### src/rtl/gilbert_moore_code_builder_encoder_assert.svh
// ----------------------------------------------------------------------------
// Gilbert-Moore code builder assertion macros
// Concurrent assertion wrappers; compiled out when NO_ASSERTIONS is set.
// ----------------------------------------------------------------------------
`ifndef GILBERT_MOORE_CODE_BUILDER_ENCODER_ASSERT_SVH
`define GILBERT_MOORE_CODE_BUILDER_ENCODER_ASSERT_SVH
`ifndef NO_ASSERTIONS
`define GMCBE_ASSERT_SAME(label, ante, cons, msg) \
	label: assert property (@(posedge clk) disable iff (!arst_n) (ante) |-> (cons)) \
		else $error(msg);
`define GMCBE_ASSERT_NEXT(label, ante, cons, msg) \
	label: assert property (@(posedge clk) disable iff (!arst_n) (ante) |=> (cons)) \
		else $error(msg);
`else
`define GMCBE_ASSERT_SAME(label, ante, cons, msg)
`define GMCBE_ASSERT_NEXT(label, ante, cons, msg)
`endif
`endif

### src/rtl/gmcbe_pkg.sv
// ----------------------------------------------------------------------------
// Gilbert-Moore code builder package
// Shared codes, widths and the controller/datapath command and status types.
// ----------------------------------------------------------------------------
package gmcbe_pkg;

	localparam int SYM_W   = 8;
	localparam int CODE_W  = 25;
	localparam int LEN_W   = 5;
	localparam int MAX_LEN = 25;
	// flips a raw byte into its place in signed byte order
	localparam logic [SYM_W-1:0] SLOT_FLIP = 8'h80;

	typedef enum logic [1:0] {
		ACT_COUNT  = 2'd0,
		ACT_ENCODE = 2'd1,
		ACT_CLEAR  = 2'd2
	} action_t;

	typedef struct packed {
		logic hist_rd;
		logic hist_inc;
		logic clear;
		logic tbl_rd;
		logic out_load;
		logic bld_start;
		logic bld_rd;
		logic bld_load;
		logic len_step;
		logic bits_init;
		logic bits_step;
		logic tbl_wr;
	} cmd_t;

	typedef struct packed {
		logic len_done;
		logic bits_done;
		logic slot_last;
		logic out_free;
	} sts_t;

endpackage

### src/rtl/gmcbe_ctrl.sv
// ----------------------------------------------------------------------------
// Gilbert-Moore code builder controller
// Sequences count, encode and clear items and the code construction burst.
// ----------------------------------------------------------------------------
module gmcbe_ctrl (
	input  logic             clk,
	input  logic             arst_n,
	input  logic             in_valid,
	input  logic [1:0]       action,
	input  logic             last,
	output logic             in_stall,
	output gmcbe_pkg::cmd_t  cmd,
	input  gmcbe_pkg::sts_t  sts
);
	import gmcbe_pkg::*;

	typedef enum logic [2:0] {
		S_IDLE,
		S_CNT_WR,
		S_ENC,
		S_B_START,
		S_B_RD,
		S_B_LOAD,
		S_B_LEN,
		S_B_BITS
	} state_t;

	state_t state_q, state_d;
	logic   last_q;

	assign in_stall = (state_q != S_IDLE);

	// decode state into datapath commands
	always_comb begin
		cmd     = '0;
		state_d = state_q;
		unique case (state_q)
			S_IDLE: begin
				if (in_valid) begin
					unique case (action_t'(action))
						ACT_COUNT: begin
							cmd.hist_rd = 1'b1;
							state_d     = S_CNT_WR;
						end
						ACT_ENCODE: begin
							cmd.tbl_rd = 1'b1;
							state_d    = S_ENC;
						end
						ACT_CLEAR: begin
							cmd.clear = 1'b1;
						end
						default: begin
						end
					endcase
				end
			end
			S_CNT_WR: begin
				cmd.hist_inc = 1'b1;
				state_d      = last_q ? S_B_START : S_IDLE;
			end
			S_ENC: begin
				if (sts.out_free) begin
					cmd.out_load = 1'b1;
					state_d      = S_IDLE;
				end
			end
			S_B_START: begin
				cmd.bld_start = 1'b1;
				state_d       = S_B_RD;
			end
			S_B_RD: begin
				cmd.bld_rd = 1'b1;
				state_d    = S_B_LOAD;
			end
			S_B_LOAD: begin
				cmd.bld_load = 1'b1;
				state_d      = S_B_LEN;
			end
			S_B_LEN: begin
				if (sts.len_done) begin
					cmd.bits_init = 1'b1;
					state_d       = S_B_BITS;
				end else begin
					cmd.len_step = 1'b1;
				end
			end
			S_B_BITS: begin
				if (sts.bits_done) begin
					cmd.tbl_wr = 1'b1;
					state_d    = sts.slot_last ? S_IDLE : S_B_RD;
				end else begin
					cmd.bits_step = 1'b1;
				end
			end
			default: state_d = S_IDLE;
		endcase
	end

	// hold state and the last flag of the item in hand
	always_ff @(posedge clk or negedge arst_n) begin
		if (!arst_n) begin
			state_q <= S_IDLE;
			last_q  <= 1'b0;
		end else begin
			state_q <= state_d;
			if (state_q == S_IDLE && in_valid) begin
				last_q <= last;
			end
		end
	end

endmodule

### config.mk
export PLATFORM = sky130hd
export DESIGN_NAME = gmcbe_ctrl
export DESIGN_NICKNAME = d
export VERILOG_FILES = /design/src/rtl/gilbert_moore_code_builder_encoder_assert.svh /design/src/rtl/gmcbe_pkg.sv /design/src/rtl/gmcbe_ctrl.sv
export SDC_FILE = /design/constraint.sdc
export NUM_CORES = 1
export LEC_CHECK = 0
export ABC_AREA = 1
export BUFFER_PORTS_ARGS = -buffer_cell sky130_fd_sc_hd__buf_2
export CORE_AREA = 2 2 39 41
export CTS_BUF_LIST = sky130_fd_sc_hd__clkbuf_16
export CTS_CLUSTER_SIZE = 30
export DETAILED_ROUTE_END_ITERATION = 8
export DIE_AREA = 0 0 41 43
export PLACE_DENSITY = 0.67
export SLEW_MARGIN = 10
export SYNTH_ARGS = -nofsm -noshare
export SYNTH_HDL_FRONTEND = slang
export SYNTH_SLANG_ARGS = --single-unit
### constraint.sdc
create_clock -name clk -period 1.39 [get_ports clk]
set_input_delay 0.0695 -clock clk [delete_from_list [all_inputs] [get_ports clk]]
set_output_delay 0.0695 -clock clk [all_outputs]
set_load 0.01 [all_outputs]
==> results of run 1 <==
-- cell families (layout without fill, tap and decap cells) --
group,count (synthesis),after routing,synth area share
AND/OR/NAND/NOR,52,52,0.574
buffers and inverters,16,48,0.187
flip-flops,4,4,0.220
AO/OA/AOI/OAI,1,1,0.0192
-- final cells by class --
cell class / instances / area (um2) / area share
multi-input combinational: 53 / 283 / 0.384
tap: 16 / 20.0 / 0.0272
inverter: 13 / 53.8 / 0.0731
clock buffer: 3 / 75.1 / 0.102
timing repair buffer: 32 / 200 / 0.272
sequential: 4 / 104 / 0.141
-- sequential cells by signal, indices dropped and copies added (netlist names) --
register	cells
state_q	3
last_q	1
-- report_power, final --
part / internal [uW] / leakage (uW) / switching [uW]
registers: 177 / 0.0000477 / 85.9
logic: 393 / 0.000356 / 470
clock network: 367 / 0.0000370 / 79.4
-- cell usage after synthesis --
master / number
nand4_1: 5
buf_6: 3
nand2_2: 2
inv_2: 4
nor3_2: 1
clkinv_1: 1
inv_4: 1
nand3_1: 5
nor2_1: 11
a31o_2: 1
inv_1: 7
nor2_4: 1
nand3_2: 3
dfrtp_1: 4
nor2_2: 3
nand2_1: 19
nor3_1: 2
-- tightest hold or removal path: cells and delay by family --
| kind | cells | cell delay (ps) |
|---|---|---|
| and+or+nand+nor | 2 | 130 |
| buffers and inverters | 1 | 80 |
-- what timing repair did --
item,CTS,global route
resized for setup,5,2
hold buffers,1,0
endpoints found under the setup margin,2,1
endpoints found under the hold margin,4,0
pin swaps,0,0
buffers inserted,3,5
-- worst paths after layout --
check                      slack [ps]  cells after the start          to
min in group asynchronous         180                      2      last_q
min reg2reg                       490                      2      last_q
max reg2reg                       190                      8  state_q[1]
max in group asynchronous        1080                      2  state_q[2]
max                                30                      5      cmd[3]
min                                80                      3      last_q
-- layer usage --
layer,GRT usage,vias up,part of all wire
li1,-,292,-
met1,0.180,227,0.45
met2,0.219,20,0.46
met3,0.0157,2,0.067
met4,0.100,0,0.017
met5,0,-,0
-- stage by stage --
step,area (um2),utilization
2_1_floorplan,455,-
3_3_place_gp,559,0.404
3_5_place_dp,559,0.404
4_1_cts,678,0.490
5_1_grt,736,0.532
6_report,736,0.532
==> impl_summary.md, run 1 <==
Synth
The synthesized flop and latch total is 4. The number of distinct library cells after synthesis is 17. The share of Yosys cell area claimed by the top area cell type is 0.220. The number of nets produced by synthesis is 83. The count of mapped cells out of synthesis is 73. The sequential cell area fraction in the yosys report is 0.220. In the post-synthesis netlist, the biggest area contributors are dfrtp_1 (22%), nand2_1 (16%), nor2_1 (9.1%). Summed over all instances, the cell type with the most area after synthesis is dfrtp_1. For this run, the number of Yosys warnings is 0. In this run the cell area of the synthesized design comes to 455 um2.

The synthesized area per cell is 6.24 um2.

Hold path
The start point of the worst hold path is last. The class of the most critical hold timing path is input pin to register.

Detailed routing
The starting DRC count in detailed routing is 13. In this run the remaining antenna-violating nets after routing total 0. The average via count per standard cell is 4.47.

The total number of vias is 541. The post-detailed-routing wire length is 1.14 mm. The remaining design rule violation count is 0.

For this run, the detailed router's first-pass iteration total came to 4. The average wire length per cell after detail routing is 9.44 um.

CTS
Counting along the longest clock path gives a buffer depth of 2. The number of clock sinks is 4. The clock transition at the registers of the reported paths is 30 ps. TritonCTS built the clock tree. Buffers inserted during clock tree synthesis total 3.

The worst-skew pair later-pin latency is 220 ps. In this run the number of H-tree levels came out at 1. The buffer type at the clock tree root is clkbuf_16.

Timing
Setup repair after global routing could not meet its margin everywhere. The final number of hold-violating endpoints came to 0. Based on the critical path, the design can be clocked at up to 734 MHz. Dividing the final minimum period by the clock period gives 0.980. The final setup skew is 0.166 ps. Final hold analysis gives a worst-case slack of 82.8 ps. The slew at the pin with the worst max-slew slack is 187 ps. The remaining max-slew budget at the tightest pin is 0.875. Setup violations remaining at the end of the flow were counted as 0.

The routed design could run at a clock period as short as 1360 ps. The number of pins exceeding their max-slew limit in the final report is 0. In the final timing run, aggregate negative setup slack is 0 ps.

The post-route worst setup slack is 27.7 ps.

Setup path
The cell type group with the largest total delay on the critical path is flip-flops. The worst setup path startpoint is state_q[0]. Of all nets on the critical path, the largest fanout is 6. STA puts the critical path data required time at 1320 ps.

The startpoint of the lowest-slack register-to-register path is state_q[0]. The critical path goes through buf_12 > inv_4 > nand3_2 > nor2_4 > buf_2. The worst setup path is launched from a register. The highest cell delay on the worst timing path is 460 ps. The critical path buffer and inverter count is 3. The critical path arrival is 1290 ps. The worst setup path is captured at a primary output.

The slowest cell on the critical path is dfrtp_2. The class of the most critical setup path is register to primary output.

Pwr
The peak supply drop is 1.06 mV. The total power of the final layout is 1570 uW. The power density normalized to cell area is 2140 nW/um2. The leakage power of the design is 0.000440 uW.

Final layout
In the layout the commonest cells are buf_2 (22), nand2_1 (18), nor2_1 (11). The most frequent standard cell in the layout excluding fill and tap cells is buf_2. The layout overhead on the synthesized area is 61.5%. The count of inserted antenna diode cells is 0.

The net count of the finished layout is 117. After the flow finishes, the layout carries non-filler instances totaling 121. The layout has 142 filler cells.

Of the cells placed in the final design, the portion with a size suffix greater than 1 is 0.514.

Run
The max capacitance violation total is 0.

Place
The count of buffers added on input and output ports is 22. The final estimated routing congestion in global placement is 0.774. The pre-CTS worst setup slack is 142 ps.

The placed cell count is 109. The placed wire-length estimate after detailed placement is 829 um.

GRT
The combined global-route utilization of all metal layers is 0.144. The number of antenna violations at the first check in global routing came to 0. The via count of the first global-routing pass is 444.

The first global-routing pass estimated 1.74 mm of wire. The maximum number of pins on one net before global-route repair is 10. After global routing the overflow that remains totals 0.

Floorplanning
The number of top-level design ports is 23. In this run the horizontal extent of the chip is 41 um. The area inside the core boundary is 1380 um2. The row count is 14. The die covers 1760 um2. The vertical die dimension is 43 um. The initial standard-cell utilization of the core is 0.329.

Run status
The run finished with clean final reports.
No activity file was read; power rests on OpenSTA's default activity.
==> inputs of run 2 (changes only) <==
--- a/config.mk
+++ b/config.mk
@@ -12,7 +12,7 @@
 export CTS_CLUSTER_SIZE = 30
 export DETAILED_ROUTE_END_ITERATION = 8
 export DIE_AREA = 0 0 41 43
-export PLACE_DENSITY = 0.67
+export PLACE_DENSITY_LB_ADDON = 0.12
 export SLEW_MARGIN = 10
 export SYNTH_ARGS = -nofsm -noshare
 export SYNTH_HDL_FRONTEND = slang
==> run 2 against run 1 <==
  * Clock skew increased by 0.57 ps
  * Critical endpoint unchanged
  * Sequential power barely moved
  * Non-clock buffer count grew 3
==> impl_summary.md, run 2 (synthesized netlist as in run 1, its figures left out) <==
Floorplanning
The vertical die dimension is 43 um (unchanged). The row count is 14 (unchanged). The width of the die is 41 um (unchanged).

The initial standard-cell utilization of the core was 0.329 (unchanged). The area inside the core boundary is 1380 um2 (unchanged). The die outline area is 1760 um2 (unchanged). The number of top-level design ports is 23 (unchanged).

Timing
Setup repair after global routing left no endpoint under its margin. The final critical-path share of the clock period is 0.961 (-0.0188). The final count of negative-setup-slack endpoints is 0 (unchanged). The slew at the pin with the worst max-slew slack is 185 ps (-2.28 ps). The maximum clock frequency is 748 MHz (+2.0%). The final number of hold-violating endpoints is 0 (unchanged). The shortest period the worst path allows is 1340 ps (-26.2 ps). The setup TNS came to 0 ps (unchanged). The remaining max-slew budget at the tightest pin came to 0.877 (+0.00152). The final setup skew is 0.740 ps (+0.574 ps). The number of pins exceeding their max-slew limit in the final report is 0 (unchanged).

Detailed routing
The total number of vias is 575 (+6.3%). The post-detailed-routing wire length is 1.25 mm (+9.5%). The average via count per standard cell is 4.64 (+3.7%).

The first-pass detailed-route iteration total is 4 (unchanged). The average wire length per cell after detail routing came to 10.1 um (+6.8%). The starting DRC count in detailed routing is 10 (-3). The remaining design rule violation count is 0 (unchanged). The number of antenna-violating nets in the routed design is 0 (unchanged).

Hold path
The terminating pin of the worst hold path is last_q. The class of the most critical hold timing path is input pin to register. The hold path depth is 3 (unchanged).

The worst hold path begins at last.

Setup path
The critical path arrival is 1270 ps (-20 ps). The highest cell delay on the worst timing path is 450 ps (about the same). The critical path buffer and inverter count came to 3 (unchanged). The slowest stage of the critical path belongs to the cell dfrtp_2. The signal on the critical path passes through buf_12 > inv_4 > nand3_2 > nor2_2 > buf_2. The reg-to-reg endpoint is state_q[1].

The length in cells of the worst reg-to-reg path was 7 (-1). The type of origin of the critical path is a register. The cell type group with the largest total delay on the critical path is flip-flops. The endpoint kind of the worst setup timing path is a primary output. The class of the most critical setup path is register to primary output. The maximum fanout count along the critical path is 6 (unchanged).

The required time of the critical path is 1320 ps (about the same). The flop-to-flop setup slack is 110 ps (-80 ps). The worst register-to-register path begins at state_q[0].

CTS
The clock tree from TritonCTS is yes. The number of clock sinks was 4 (unchanged). The worst-skew pair later-pin latency came to 220 ps (about the same). The maximum buffer depth of the clock tree is 2 (unchanged). The total clock buffers created by CTS is 3 (unchanged). The deepest level of the CTS H-tree was 1 (unchanged). The clock transition at the registers of the reported paths is 30 ps (about the same). The tree is rooted in a clkbuf_16.

GRT
The number of antenna violations at the first check in global routing is 0 (unchanged). The via count of the first global-routing pass is 491 (+11%). The leftover overflow at the end of global routing is 0 (unchanged).

The wire length of the first global-routing pass came to 1.87 mm (+7.5%). The maximum number of pins on one net before global-route repair came to 10 (unchanged). The combined global-route utilization of all metal layers is 0.159 (+0.0147).

Place
The total placed instance area is 567 um2 (+1.3%). The placed wire-length estimate after detailed placement is 880 um (+6.1%). The final estimated routing congestion in global placement is 0.747 (-3.6%). The count of input and output buffers came to 22 (unchanged).

Final layout
The area growth from synthesis to layout is 66.5%. Leaving out fill and tap cells, the most frequent cell in the layout is buf_2. In the layout the commonest cells are buf_2 (22), nand2_1 (18), nor2_1 (11), buf_4 (11), inv_1 (7). The largest register by flop count is state_q. The total non-filler cell area in the finished layout came to 758 um2 (+3.1%). The count of inserted antenna diode cells was 0 (unchanged). The number of filler instances in the final layout is 148 (+4.2%). The multi-input logic area came to 283 um2 (unchanged). The final layout net count came to 120 (+2.6%).

The layout cell share with drive strength beyond 1 is 0.528 (+0.0135). The sequential standard cell area is 104 um2 (unchanged). The flip-flop count of the largest register, all copies and words added is 3 (unchanged). The largest registers in the layout are state_q x3, last_q x1.

Pwr
The power density normalized to cell area is 2200 nW/um2 (+2.9%). The peak supply drop was 1.13 mV (+7.0%). The leakage power of the design is 0.000454 uW (+3.0%).

Run
The max capacitance violation total is 0 (unchanged).

Run status
The flow ran to the end, and the final reports show no timing, DRC or antenna violations.
run 2: cell types whose count changed in the layout (fill, tap and decap cells not counted), sizes merged:
cell  delta
buf      +3
run 2: what timing repair did:
action                                  CTS  global route
hold endpoints to repair                  4             0
gates cloned                              0             0
setup buffers                             7             3
gates resized for setup                   2             5
endpoints found under the setup margin    3             2
pin swaps                                 0             1
hold buffers                              1             0
run 2: layer usage:
metal  track usage  vias up  share of wire
li1              -      301              -
met1         0.179      252           0.42
met2         0.266       22           0.52
met3        0.0471        0          0.057
met4        0.0600        0              0
met5             0        -              0
run 2: power by group:
group	internal [uW]	switching [uW]	leakage, uW
combinational	456	505	0.000369
sequential	177	87.1	0.0000477
clock	367	76.6	0.0000370
run 2: area by class of cell:
class | instances | area share
multi-input combinational | 53 | 0.373
clock buffer | 3 | 0.0990
tap | 16 | 0.0264
inverter | 13 | 0.0710
timing repair buffer | 35 | 0.294
sequential | 4 | 0.137
run 2: how the worst max path moves through the flow:
stage | slack (ps) | cells past startpoint | to | startpoint
finish | 50 | 5 | cmd[3] | state_q[0]
global route | 3 | 6 | cmd[9] | state_q[0]
CTS | 20 | 6 | cmd[9] | state_q[0]
detailed placement | 110 | 6 | cmd[9] | state_q[1]
global placement | 140 | 6 | cmd[9] | state_q[1]
floorplan | 300 | 6 | cmd[9] | state_q[0]
run 2: worst reg2reg max path, cell delays in order (launching register included):
cell,delay [ps]
dfrtp_2,450
buf_12,150
buf_4,140
nand4_1,110
nand2_1,60
nor2_1,160
nand2_1,70
nand2_1,70
run 2: stage by stage:
stage	utilization	cells	hold slack (ps)	total power (uW)	setup WS, ps
global route	0.548	124	125	1790	2.52
floorplan	-	73	-226	796	297
global placement	0.410	110	-122	937	138
finish	0.548	124	82.6	1670	53.8
detailed placement	0.410	110	-122	937	105
CTS	0.520	121	84.8	1560	23.7
